### src/sv/pdm_pkg.sv
// Shared types and constants for the pixel to DMX channel mapper.
// Used by pdm_ctrl, pdm_dpath and pixel_to_dmx_channel_mapper_top; no dependencies.
`default_nettype none

package pdm_pkg;

    // Field widths fixed by the register map and the item layout.
    localparam int PIX_W     = 12;
    localparam int BYTE_W    = 8;
    localparam int SLOT_W    = 10;
    localparam int COUNT_W   = 4;
    localparam int ROLE_W    = 3;
    localparam int ROLE_SLOTS = 15;
    localparam int ROLES_W   = ROLE_W * ROLE_SLOTS;
    localparam int OUT_ADDR_W = 16;
    // Full slot address: start + gap * (pixel - first) + channel fits in 22 bits.
    localparam int ADDR_W    = 22;
    localparam int CFG_IDX_W = 3;
    localparam int COLORS    = 4;
    localparam int COLOR_SEL_W = 2;

    localparam int MAX_CHANNELS_DEFAULT = 15;
    localparam logic [ADDR_W-1:0] UNIVERSE_SLOTS = ADDR_W'(512);
    localparam logic [BYTE_W-1:0] FULL_BYTE = 8'd255;

    // Channel role codes.
    localparam logic [ROLE_W-1:0] ROLE_ZERO    = 3'd0;
    localparam logic [ROLE_W-1:0] ROLE_RED     = 3'd1;
    localparam logic [ROLE_W-1:0] ROLE_GREEN   = 3'd2;
    localparam logic [ROLE_W-1:0] ROLE_BLUE   = 3'd3;
    localparam logic [ROLE_W-1:0] ROLE_WHITE   = 3'd4;
    localparam logic [ROLE_W-1:0] ROLE_SHUTTER = 3'd5;
    localparam logic [ROLE_W-1:0] ROLE_FULL    = 3'd6;
    localparam logic [ROLE_W-1:0] ROLE_NONE    = 3'd7;

    // Configuration register indexes.
    localparam logic [CFG_IDX_W-1:0] CFG_ENABLE     = 3'd0;
    localparam logic [CFG_IDX_W-1:0] CFG_BRIGHTNESS = 3'd1;
    localparam logic [CFG_IDX_W-1:0] CFG_START      = 3'd2;
    localparam logic [CFG_IDX_W-1:0] CFG_GAP        = 3'd3;
    localparam logic [CFG_IDX_W-1:0] CFG_COUNT      = 3'd4;
    localparam logic [CFG_IDX_W-1:0] CFG_FIRST      = 3'd5;
    localparam logic [CFG_IDX_W-1:0] CFG_ROLES      = 3'd6;

    typedef struct packed {
        logic                 enable;
        logic [BYTE_W-1:0]    brightness;
        logic [SLOT_W-1:0]    start;
        logic [SLOT_W-1:0]    gap;
        logic [COUNT_W-1:0]   count;
        logic [PIX_W-1:0]     first;
        logic [ROLES_W-1:0]   roles;
    } cfg_t;

    // Commands from the controller to the datapath.
    typedef struct packed {
        logic load;   // capture the pixel and rewind the channel counter
        logic calc;   // compute the fixture base address and the channel mask
        logic emit;   // process the current channel and advance
    } cmd_t;

    // Status from the datapath to the controller.
    typedef struct packed {
        logic go;     // pixel produces at least one write
        logic last;   // current channel is the last mapped one
    } status_t;

endpackage

`default_nettype wire

### src/sv/pdm_ctrl.sv
// Controller state machine of the pixel to DMX channel mapper.
// Depends on pdm_pkg for the command and status structs.
`default_nettype none

module pdm_ctrl (
    input  wire logic             clk,
    input  wire logic             rst_n,
    input  wire logic             start,
    input  wire pdm_pkg::status_t status,
    output pdm_pkg::cmd_t         cmd,
    output logic                  busy
);

    typedef enum logic [2:0] {
        ST_IDLE = 3'b001,
        ST_CALC = 3'b010,
        ST_EMIT = 3'b100
    } state_t;

    state_t state_reg;
    state_t state_next;

    always_comb
    begin
        state_next = state_reg;
        cmd        = '0;
        unique case (state_reg)
            ST_IDLE:
            begin
                if (start)
                begin
                    cmd.load   = 1'b1;
                    state_next = ST_CALC;
                end
            end
            ST_CALC:
            begin
                cmd.calc   = 1'b1;
                state_next = status.go ? ST_EMIT : ST_IDLE;
            end
            ST_EMIT:
            begin
                cmd.emit = 1'b1;
                if (status.last)
                begin
                    state_next = ST_IDLE;
                end
            end
            default:
            begin
                state_next = ST_IDLE;
            end
        endcase
    end

    always_ff @(posedge clk or negedge rst_n)
    begin
        if (!rst_n)
        begin
            state_reg <= ST_IDLE;
        end
        else
        begin
            state_reg <= state_next;
        end
    end

    assign busy = (state_reg != ST_IDLE);

    // A load is only issued from idle and is always followed by the setup step.
    a_load_then_calc: assert property (@(posedge clk) disable iff (!rst_n)
        cmd.load |=> cmd.calc)
        else $error("load not followed by setup");

    // The emit phase never begins unless setup reported work to do.
    a_emit_needs_go: assert property (@(posedge clk) disable iff (!rst_n)
        $rose(cmd.emit) |-> $past(cmd.calc) && $past(status.go))
        else $error("emit phase entered without work");

    // Commands are mutually exclusive.
    a_cmd_onehot: assert property (@(posedge clk) disable iff (!rst_n)
        $onehot0(cmd))
        else $error("overlapping commands");

endmodule

`default_nettype wire

### src/sv/pdm_dpath.sv
// Datapath of the pixel to DMX channel mapper: base address, channel mask,
// color scaling and the registered result. Depends on pdm_pkg.
`default_nettype none

module pdm_dpath #(
    parameter int MAX_CHANNELS = pdm_pkg::MAX_CHANNELS_DEFAULT
) (
    input  wire logic                              clk,
    input  wire logic                              rst_n,
    input  wire pdm_pkg::cfg_t                     cfg,
    input  wire pdm_pkg::cmd_t                     cmd,
    output pdm_pkg::status_t                       status,
    input  wire logic [pdm_pkg::PIX_W-1:0]         pixel_index,
    input  wire logic [pdm_pkg::BYTE_W-1:0]        red,
    input  wire logic [pdm_pkg::BYTE_W-1:0]        green,
    input  wire logic [pdm_pkg::BYTE_W-1:0]        blue,
    input  wire logic [pdm_pkg::BYTE_W-1:0]        white,
    output logic                                   strobe,
    output logic [pdm_pkg::OUT_ADDR_W-1:0]         slot_address,
    output logic [pdm_pkg::BYTE_W-1:0]             slot_value,
    output logic                                   out_of_range,
    output logic                                   last_write
);

    localparam int NUM_CH = (MAX_CHANNELS < pdm_pkg::ROLE_SLOTS) ?
                            MAX_CHANNELS : pdm_pkg::ROLE_SLOTS;
    localparam int CH_W   = (NUM_CH > 1) ? $clog2(NUM_CH) : 1;
    localparam int PROD_W = 2 * pdm_pkg::BYTE_W;

    // Divide a product of two bytes by 255; exact for every such product.
    function automatic logic [pdm_pkg::BYTE_W-1:0] div255(input logic [PROD_W-1:0] x);
        logic [PROD_W:0] t;
        t = {1'b0, x} + (PROD_W+1)'(x >> pdm_pkg::BYTE_W) + (PROD_W+1)'(1);
        return t[PROD_W-1:pdm_pkg::BYTE_W];
    endfunction

    logic [pdm_pkg::PIX_W-1:0]  pix_reg;
    logic [pdm_pkg::BYTE_W-1:0] col_reg [pdm_pkg::COLORS];
    logic [pdm_pkg::ADDR_W-1:0] base_reg;
    logic [NUM_CH-1:0]          mask_reg;
    logic                       scale_reg;
    logic [CH_W-1:0]            ch_reg;

    logic                         strobe_reg;
    logic [pdm_pkg::OUT_ADDR_W-1:0] addr_out_reg;
    logic [pdm_pkg::BYTE_W-1:0]   value_out_reg;
    logic                         oor_reg;
    logic                         last_reg;

    logic [pdm_pkg::ROLE_W-1:0] role_arr [NUM_CH];
    logic [NUM_CH-1:0]          mask_comb;
    logic                       shutter_comb;
    logic [pdm_pkg::PIX_W-1:0]  diff;
    logic [pdm_pkg::ADDR_W-1:0] base_next;
    logic [NUM_CH-1:0]          mask_hi;
    logic                       above_empty;
    logic [pdm_pkg::ROLE_W-1:0] role_cur;
    logic [PROD_W-1:0]          product;
    logic [pdm_pkg::BYTE_W-1:0] color_cur;
    logic [pdm_pkg::BYTE_W-1:0] value_next;
    logic [pdm_pkg::ADDR_W-1:0] addr_next;

    // Role decode and mapped-channel mask; each channel is independent.
    always_comb
    begin
        shutter_comb = 1'b0;
        for (int j = 0; j < NUM_CH; j++)
        begin
            role_arr[j]  = cfg.roles[pdm_pkg::ROLE_W*j +: pdm_pkg::ROLE_W];
            mask_comb[j] = (cfg.count > pdm_pkg::COUNT_W'(j)) &&
                           (role_arr[j] != pdm_pkg::ROLE_NONE);
            if ((cfg.count > pdm_pkg::COUNT_W'(j)) &&
                (role_arr[j] == pdm_pkg::ROLE_SHUTTER))
            begin
                shutter_comb = 1'b1;
            end
        end
    end

    assign diff      = pix_reg - cfg.first;
    assign base_next = pdm_pkg::ADDR_W'(cfg.start) +
                       (pdm_pkg::ADDR_W'(cfg.gap) * pdm_pkg::ADDR_W'(diff));

    assign status.go = cfg.enable && (pix_reg >= cfg.first) && (|mask_comb);

    // The current channel is the last one when no mapped channel lies above it.
    assign mask_hi     = mask_reg >> 1;
    assign above_empty = ((mask_hi >> ch_reg) == '0);
    assign status.last = above_empty;

    assign role_cur  = role_arr[ch_reg];
    assign color_cur = col_reg[pdm_pkg::COLOR_SEL_W'(role_cur - pdm_pkg::ROLE_RED)];
    assign product   = PROD_W'(color_cur) * PROD_W'(cfg.brightness);

    always_comb
    begin
        case (role_cur)
            pdm_pkg::ROLE_RED, pdm_pkg::ROLE_GREEN,
            pdm_pkg::ROLE_BLUE, pdm_pkg::ROLE_WHITE:
                value_next = scale_reg ? div255(product) : color_cur;
            pdm_pkg::ROLE_SHUTTER: value_next = cfg.brightness;
            pdm_pkg::ROLE_FULL:    value_next = pdm_pkg::FULL_BYTE;
            default:               value_next = '0;
        endcase
    end

    assign addr_next = base_reg + pdm_pkg::ADDR_W'(ch_reg);

    always_ff @(posedge clk)
    begin
        if (cmd.load)
        begin
            pix_reg    <= pixel_index;
            col_reg[0] <= red;
            col_reg[1] <= green;
            col_reg[2] <= blue;
            col_reg[3] <= white;
        end
        if (cmd.calc)
        begin
            base_reg  <= base_next;
            mask_reg  <= mask_comb;
            scale_reg <= !shutter_comb;
        end
        if (cmd.emit)
        begin
            addr_out_reg  <= addr_next[pdm_pkg::OUT_ADDR_W-1:0];
            value_out_reg <= value_next;
            oor_reg       <= (addr_next > pdm_pkg::UNIVERSE_SLOTS);
            last_reg      <= above_empty;
        end
    end

    always_ff @(posedge clk or negedge rst_n)
    begin
        if (!rst_n)
        begin
            ch_reg     <= '0;
            strobe_reg <= 1'b0;
        end
        else
        begin
            strobe_reg <= cmd.emit && mask_reg[ch_reg];
            if (cmd.load)
            begin
                ch_reg <= '0;
            end
            else if (cmd.emit)
            begin
                ch_reg <= ch_reg + CH_W'(1);
            end
        end
    end

    assign strobe       = strobe_reg;
    assign slot_address = addr_out_reg;
    assign slot_value   = value_out_reg;
    assign out_of_range = oor_reg;
    assign last_write   = strobe_reg && last_reg;

    // Every result beat comes from an emit step in the cycle before.
    a_strobe_from_emit: assert property (@(posedge clk) disable iff (!rst_n)
        strobe_reg |-> $past(cmd.emit))
        else $error("result beat without an emit step");

    // The cycle after a pixel is captured carries no result beat.
    a_no_beat_after_load: assert property (@(posedge clk) disable iff (!rst_n)
        cmd.load |=> !strobe_reg)
        else $error("result beat right after capture");

    // The final emit step of a pixel always produces a beat.
    a_last_step_emits: assert property (@(posedge clk) disable iff (!rst_n)
        (cmd.emit && status.last) |=> strobe_reg && last_reg)
        else $error("last emit step produced no final beat");

endmodule

`default_nettype wire

### src/sv/pixel_to_dmx_channel_mapper_top.sv
// Top level of the pixel to DMX channel mapper: configuration registers and
// the controller and datapath. Depends on pdm_pkg, pdm_ctrl and pdm_dpath.
`default_nettype none

// Usage
// A pixel (pixel_index, red, green, blue, white) is taken at a rising edge
// with start high and busy low. The block then writes the slot beats of the
// fixture that the pixel drives: each beat is on slot_address, slot_value
// and out_of_range for exactly one cycle while strobe is high, in channel
// order, and last_write marks the final beat of the pixel. The receiver
// cannot stall; every beat must be taken in the cycle it is shown.
// After the accept edge a setup step computes the fixture base address with
// a single 10x12 multiply, then one channel is visited per cycle up to the
// highest mapped channel h. Each beat is registered from its channel's emit
// step. Channels mapped to write nothing are still visited. A pixel that is
// disabled, before the first pixel or unmapped gets only the setup step and
// gives no beat. The configuration channel (cfg_valid, cfg_ready,
// cfg_index, cfg_data) is always ready; the user must write it only while
// the block is idle, as the block itself does not enforce this; indexes
// beyond the register list are ignored. Reset clears the controller and
// returns every register to its documented reset value.

module pixel_to_dmx_channel_mapper_top #(
    parameter int MAX_CHANNELS = pdm_pkg::MAX_CHANNELS_DEFAULT
) (
    input  wire logic                                clk,
    input  wire logic                                rst_n,
    input  wire logic                                start,
    output logic                                     busy,
    input  wire logic [pdm_pkg::PIX_W-1:0]           pixel_index,
    input  wire logic [pdm_pkg::BYTE_W-1:0]          red,
    input  wire logic [pdm_pkg::BYTE_W-1:0]          green,
    input  wire logic [pdm_pkg::BYTE_W-1:0]          blue,
    input  wire logic [pdm_pkg::BYTE_W-1:0]          white,
    input  wire logic                                cfg_valid,
    output logic                                     cfg_ready,
    input  wire logic [pdm_pkg::CFG_IDX_W-1:0]       cfg_index,
    input  wire logic [pdm_pkg::ROLES_W-1:0]         cfg_data,
    output logic                                     strobe,
    output logic [pdm_pkg::OUT_ADDR_W-1:0]           slot_address,
    output logic [pdm_pkg::BYTE_W-1:0]               slot_value,
    output logic                                     out_of_range,
    output logic                                     last_write
);

    pdm_pkg::cfg_t    cfg_reg;
    pdm_pkg::cmd_t    cmd;
    pdm_pkg::status_t status;

    // The register file takes a write every cycle.
    assign cfg_ready = 1'b1;

    // Each register keeps the low bits of the written data.
    always_ff @(posedge clk or negedge rst_n)
    begin
        if (!rst_n)
        begin
            cfg_reg.enable     <= 1'b0;
            cfg_reg.brightness <= pdm_pkg::FULL_BYTE;
            cfg_reg.start      <= pdm_pkg::SLOT_W'(1);
            cfg_reg.gap        <= pdm_pkg::SLOT_W'(4);
            cfg_reg.count      <= pdm_pkg::COUNT_W'(4);
            cfg_reg.first      <= '0;
            cfg_reg.roles      <= '0;
        end
        else if (cfg_valid && cfg_ready)
        begin
            unique case (cfg_index)
                pdm_pkg::CFG_ENABLE:     cfg_reg.enable     <= cfg_data[0];
                pdm_pkg::CFG_BRIGHTNESS: cfg_reg.brightness <= cfg_data[pdm_pkg::BYTE_W-1:0];
                pdm_pkg::CFG_START:      cfg_reg.start      <= cfg_data[pdm_pkg::SLOT_W-1:0];
                pdm_pkg::CFG_GAP:        cfg_reg.gap        <= cfg_data[pdm_pkg::SLOT_W-1:0];
                pdm_pkg::CFG_COUNT:      cfg_reg.count      <= cfg_data[pdm_pkg::COUNT_W-1:0];
                pdm_pkg::CFG_FIRST:      cfg_reg.first      <= cfg_data[pdm_pkg::PIX_W-1:0];
                pdm_pkg::CFG_ROLES:      cfg_reg.roles      <= cfg_data;
                default:
                begin
                    // Writes beyond the register list are dropped.
                end
            endcase
        end
    end

    pdm_ctrl u_ctrl (
        .clk    (clk),
        .rst_n  (rst_n),
        .start  (start),
        .status (status),
        .cmd    (cmd),
        .busy   (busy)
    );

    pdm_dpath #(
        .MAX_CHANNELS (MAX_CHANNELS)
    ) u_dpath (
        .clk          (clk),
        .rst_n        (rst_n),
        .cfg          (cfg_reg),
        .cmd          (cmd),
        .status       (status),
        .pixel_index  (pixel_index),
        .red          (red),
        .green        (green),
        .blue         (blue),
        .white        (white),
        .strobe       (strobe),
        .slot_address (slot_address),
        .slot_value   (slot_value),
        .out_of_range (out_of_range),
        .last_write   (last_write)
    );

endmodule

`default_nettype wire
### config.mk
export PLATFORM = sky130hd
export DESIGN_NAME = pixel_to_dmx_channel_mapper_top
export DESIGN_NICKNAME = d
export VERILOG_FILES = /design/src/sv/pdm_pkg.sv /design/src/sv/pdm_ctrl.sv /design/src/sv/pdm_dpath.sv /design/src/sv/pixel_to_dmx_channel_mapper_top.sv
export SDC_FILE = /design/constraint.sdc
export NUM_CORES = 1
export LEC_CHECK = 0
export BUFFER_PORTS_ARGS = -buffer_cell sky130_fd_sc_hd__buf_2
export CORE_MARGIN = 5
export CORE_UTILIZATION = 60
export DETAILED_ROUTE_END_ITERATION = 8
export HOLD_SLACK_MARGIN = 0.12
export MAX_ROUTING_LAYER = met4
export PLACE_DENSITY_LB_ADDON = 0.2
export SLEW_MARGIN = 0
export SYNTH_ARGS = -nofsm -noshare
export SYNTH_HDL_FRONTEND = slang
export SYNTH_SLANG_ARGS = --single-unit
### constraint.sdc
create_clock -name clk -period 11.6 [get_ports clk]
set_input_delay 2.32 -clock clk [delete_from_list [all_inputs] [get_ports clk]]
set_output_delay 2.32 -clock clk [all_outputs]
set_load 0.005 [all_outputs]
Word level (Yosys, flattened, before mapping). Memories as Yosys holds them, arrays and structs flattened. Cells that the tools add are included.

Input port bits: 96. Latch bits: 0. Output and inout bits: 29. Register bits after elaboration: 174. Memory bits (writable): 32. Memory bits (read-only): 0. Memories: 1.

Memory list: u_dpath.col_reg (depth 4, width 8, read ports 1, clocked after memory_dff 0, wr ports 4, RTL line pdm_dpath.sv:38) `logic [pdm_pkg::BYTE_W-1:0] col_reg [pdm_pkg::COLORS];`.

Reduce and logical (&&, ||, !) cells: 48. Div/mod/pow operators: 0. Bitwise operators: 1. Equality and inequality tests: 48. $lt $le $gt $ge: 19. Muxes and demuxes: 34. Add/subtract/negate cells: 7. Shift-type cells: 1. Multiply operators: 2.

Operators with widths (count): 3-bit == test, second input constant (22); 3-bit inequality test, second input constant (15); 1-bit logical AND (34); 4-bit > comparator, second input constant (7); 8-bit one-hot mux with 3 select lines (1); 10-bit by 22-bit adder with 22-bit output (1); 22-bit by 4-bit adder with 22-bit output (1); 22-bit by 10-bit > comparator with 1-bit output, second input constant (1); 10-bit by 12-bit multiplier with 22-bit output (1); 1-bit two-way mux (22); 16-bit by 1-bit adder with 16-bit output, second input constant (1); 16-bit by 8-bit adder with 16-bit output (1); 4-bit by 3-bit > comparator with 1-bit output, second input constant (4); 8-bit by 8-bit multiplier with 16-bit output (1); 2-bit AND reduction (8); 3-bit by 2-bit == test with 1-bit output, second input constant (5); 15-bit logical NOT (1); 3-bit two-way mux (5); 15-bit OR reduction (1); 14-bit by 4-bit right shift with 15-bit output (1); 3-bit binary-select mux with 4-bit select (1); 12-bit >= comparator (1); 12-bit subtractor (1); 3-bit by 1-bit == test with 1-bit output, second input constant (3); 18 further kinds (21).

Logic depth before layout (Yosys ltp).
Depth in word-level cells: 18. Mapped depth: 34. Depth with buffers taken out: 32.

By module. Synthesis repeated with hierarchy kept, for this count alone.

Cells, all modules: 1493. Area, all modules: 16549.6 µm².

Modules (own cells, without submodules): pdm_dpath (instances 1, cells an instance 1284, area an instance 12942.4 µm²); pixel_to_dmx_channel_mapper_top (instances 1, cells an instance 197, area an instance 3452.1 µm²); pdm_ctrl (instances 1, cells an instance 12, area an instance 155.1 µm²).

Least setup slack after synthesis. OpenSTA, ideal clock, no wires.

Path type: register to register. From: register u_dpath.ch_reg[0]. To: register u_dpath.value_out_reg (netlist bit u_dpath.slot_value[6]) (data pin). Slack: 2732 ps. Arrival: 8598 ps. Stages on the path, launching flop included: 33. Data required time: 11330 ps. Buffers on the path: 4. Cells stage by stage: dfrtp_1 -> buf_2 -> buf_1 -> clkbuf_1 -> mux4_2 -> mux4_2 -> inv_1 -> ha_1 -> buf_1 -> mux2i_1 -> mux2i_1 -> nand2_1 -> fa_1 -> fa_1 -> inv_1 -> fa_1 -> inv_1 -> fa_1 -> inv_1 -> ha_1 -> o211ai_1 -> o21ai_0 -> xor2_1 -> ha_1 -> o2111a_1 -> nor4_1 -> o21ai_0 -> a211oi_1 -> nor3_1 -> a2111oi_0 -> a21oi_2 -> mux2i_1 -> nand3_1.

Word-level cells in the longest chain between the ends: 11. Elaborated cells on any way between the ends: 18. Classes of those cells: add/sub (3); mul (1); eq/ne (6); mux (5); bitwise (1); reduce/logical (1); memory (1).

RTL lines: start, declared (RTL line pdm_dpath.sv:42) `logic [CH_W-1:0] ch_reg;`; start signal, assigned (RTL line pdm_dpath.sv:150) `ch_reg <= ch_reg + CH_W'(1);`; 4-bit NOT with 5-bit output (implied by the code) * (RTL line pdm_dpath.sv:91) `assign role_cur = role_arr[ch_reg];`; 3-bit binary-select mux with 4-bit select * (RTL line pdm_dpath.sv:91); 3-bit two-way mux (implied by the code) * (2 in series) (RTL line pdm_dpath.sv:91); 2-bit by 1-bit subtractor with 2-bit output (RTL line pdm_dpath.sv:92) `assign color_cur = col_reg[pdm_pkg::COLOR_SEL_W'(role_cur - pdm_pkg::ROLE_RED)];`; memory 4 x 8 bit; 8-bit by 8-bit multiplier with 16-bit output (RTL line pdm_dpath.sv:93) `assign product = PROD_W'(color_cur) * PROD_W'(cfg.brightness);`; 16-bit by 8-bit adder with 16-bit output (RTL line pdm_dpath.sv:33) `t = {1'b0, x} + (PROD_W+1)'(x >> pdm_pkg::BYTE_W) + (PROD_W+1)'(1);`; 16-bit by 1-bit adder with 16-bit output (RTL line pdm_dpath.sv:33); 8-bit two-way mux (RTL line pdm_dpath.sv:100) `value_next = scale_reg ? div255(product) : color_cur;`; 8-bit one-hot mux with 3 select lines * (RTL line pdm_dpath.sv:97) `case (role_cur)`; net u_dpath.value_next, one bit (RTL line pdm_dpath.sv:60) `logic [pdm_pkg::BYTE_W-1:0] value_next;`; end signal, assigned (RTL line pdm_dpath.sv:128) `value_out_reg <= value_next;`; end, declared (RTL line pdm_dpath.sv:46) `logic [pdm_pkg::BYTE_W-1:0] value_out_reg;`.

Mark *: on every way through the listed nets, which the timed path passes. The rest lies on a longest branch. The select of a mux whose other input is x is not followed. A chain may end at the register's enable or synchronous reset.

Worst setup path in the final report.
From: register u_dpath.ch_reg[1]. To: register u_dpath.value_out_reg (netlist bit u_dpath.slot_value[4]) (data pin).

Same word-level chain as after synthesis.

==> PnR_summary.wiki <==
{| class="wikitable"
! Metric !! Value
|-
| Status || finished clean
|-
| Warnings from Yosys || 0
|-
| Count of placed standard cells including taps || 1912
|-
| Avg Inst Size Synth || 11.0 um^2
|-
| Clock sinks || 206
|-
| Transition time of the tightest slew-check pin || 1.02 ns
|-
| All-Layer GR Usage || roughly a quarter
|-
| Slowest cell on the critical path || dfrtp_1
|-
| Count of TritonRoute iterations in the first routing pass || 5
|-
| RSZ-0062 raised after global routing || false
|-
| Multi-input gate area in the final layout || 0.00976 mm^2
|-
| Part of the Yosys area used for sequential elements || a little over a third
|-
| Count of cells resized by post-cts repair || 0
|-
| Synthesis-stage register bit count || a little over 200
|-
| Critical path capture point type || flop
|-
| Register-to-register path setup slack || around 1.6 ns
|-
| Port Buf Inserts || 123
|-
| Routed length per instance || 19.4 um
|-
| Achievable frequency || between 90 and 100 MHz
|-
| Total wire length || 38.0 mm
|-
| Layout cell share with drive strength beyond 1 || 19.1%
|-
| Final cell area excluding filler cells || 0.0180 mm^2
|-
| I/O Pins || ~130
|-
| Endpoints failing hold || 0
|-
| Layout Nets || a little under 2k
|-
| Clock-pin transition on the worst setup and hold timing paths || around 0.06 ns
|-
| Share of synthesized registers carrying an async set or reset || a little under half
|-
| Worst stage delay on the critical path || 0.99 ns
|-
| DR vias/cell || 5.91
|-
| Filler-free cell count of the finished design || 1957
|-
| Gate Count Post-Synth || 1483
|-
| Core area || 0.0269 mm^2
|-
| Area after detailed placement || around 0.017 mm^2
|-
| Worst EP arrival || approximately 10 ns
|-
| Post-synth top flop || edfxtp_1
|-
| Placement row count || 60
|-
| Dpl hpwl || 29.4 mm
|-
| Drt initial violations || 756
|-
| Total overflow reported by the global router || 0
|-
| Number of nets with antenna violations after detailed routing || 0
|-
| Critical Path Source Type || flop
|-
| Most frequent standard cell in the layout excluding fill and tap cells || inv_1
|-
| Global-route wire length before repair || a little over 60 mm
|-
| Worst-Skew Late Latency || 0.52 ns
|-
| Share of the clock period used by the worst path after layout || ~87%
|-
| Width of the chip || 175 um
|-
| Register area || 0.00571 mm^2
|-
| Clock tree from TritonCTS || done
|-
| Buffer depth of the longest clock path || 3
|-
| Vias in the first global route || 12.0k
|-
| Number of setup violations in the final report || 0
|-
| Cts hold-fix bufs || 0
|-
| Max-cap violations || 0
|-
| Fin Setup TNS || 0 ns
|-
| Synthesized netlist net count || 1829
|-
| Type of the worst setup path || reg -> reg
|-
| Via count || 11.6k
|-
| Starting Density || 60.7%
|-
| Relative max-transition margin || between 30% and 40%
|-
| Clk Tree Root Cell || clkbuf_16
|-
| Post-synthesis instance area || 0.0163 mm^2
|-
| Area added between synthesis and finish || 10.4%
|-
| Crit path max fanout || 24
|-
| Final Critical Period || approximately 10 ns
|-
| Placer Congestion || around 0.96
|-
| Largest net degree at the start of global routing || 56
|-
| H-tree depth || 1
|-
| Data required time of the worst path || 11.83 ns
|-
| Count of cell types in the netlist || 73
|-
| Antenna violations before repair || 0
|-
| Class of the tightest hold or removal check || reg -> reg
|-
| Number of enable flip-flop cells after synthesis || 108
|-
| Most frequent cells in the layout || inv_1 (184), fa_1 (126), ha_1 (124)
|-
| Die Y-Extent || about 170 um
|-
| Die area || 0.0306 mm^2
|-
| Remaining design rule violation count || 0
|-
| Maximum clock skew at final layout || 0.0123 ns
|-
| Number of max-slew violations in the final report || 0
|-
| Number of buffers inserted during clock tree synthesis || 24
|-
| Post-CTS Repair Setup Buffers || 0
|-
| Max reg flops || 90
|-
| Number of filler cells placed in the layout || 2120
|}
## per-stage QoR
step	utilization, %	setup slack, ns	hold slack [ns]
2_1_floorplan	-	2.73	0.479
3_3_place_gp	64.2	2.08	0.487
3_5_place_dp	64.2	1.58	0.495
4_1_cts	67.0	1.53	0.509
5_1_grt	67.0	0.870	0.529
6_report	67.0	1.57	0.504
## per-layer routing
layer  up-vias  track usage (%)  share of wire (%)  wire (um)
li1       5361                -                  -          -
met1      5786             32.7                 41      15600
met2       350             43.6                 51      19300
met3        73             3.89                5.8       2210
met4         0             6.87                2.6        971
met5         -                -                  0          0
## kinds of logic (layout without fill, tap and decap cells)
kind of cell             Yosys count  after routing  share of synthesized area (%)
buffers and inverters            227            359                           5.30
XOR/XNOR                          54             54                           2.90
multiplexers                     123            123                           9.91
AO/OA/AOI/OAI                    197            197                           8.39
adder cells (fa/ha/maj)          251            251                           25.0
AND/OR/NAND/NOR                  424            424                           13.5
other                              1              2                         0.0230
flip-flops                       206            206                           35.0
## final timing paths
check | cells past startpoint | from | to
worst max-delay path | 29 | u_dpath.ch_reg[1]$_DFFE_PN0P_ | u_dpath.slot_value[4]$_DFFE_PN_
worst min-delay path | 1 | cfg_reg[54]$_DFFE_PN0P_ | cfg_reg[54]$_DFFE_PN0P_
worst max register to register | 29 | u_dpath.ch_reg[1]$_DFFE_PN0P_ | u_dpath.slot_value[4]$_DFFE_PN_
worst min register to register | 1 | cfg_reg[54]$_DFFE_PN0P_ | cfg_reg[54]$_DFFE_PN0P_
max in group asynchronous | 2 | rst_n | cfg_reg[72]$_DFFE_PN0P_
min in group asynchronous | 1 | rst_n | u_dpath.ch_reg[0]$_DFFE_PN0P_
## final cells by class
cell class	instances	area share, %
flip-flops and latches	206	31.7
diodes	1	0.0139
inverters	184	3.83
clock inverters	12	0.646
well taps	341	2.37
repair buffers	131	3.76
multi-input cells	1050	54.2
clock buffers	32	3.50
## cell usage after synthesis (31+ instances only)
library cell	number	area (um^2)
a21oi_1	37	185
and2_1	112	701
dfrtp_1	86	2150
edfxtp_1	108	3240
fa_1	126	2520
ha_1	124	1550
inv_1	184	691
mux2_2	89	1000
nand2_1	121	454
nor2_1	51	191
nor3_1	31	155
o21ai_0	37	185
xnor2_1	37	324
## worst max-delay path, delay by kind of cell, from the launching register on
family                     cells  cell delay [ns]
AOI/OAI and AO/OA              8             2.32
xor gates and xnor gates       1             0.50
adders and majority gates      7             3.54
buffers and inverters          4             0.29
DFF                            1             0.99
muxes                          5             1.47
and+or+nand+nor                4             0.63
Power is left out: the tool's default activity adds up to more than one toggle a clock period on the data nets, which glitch-free logic cannot reach.
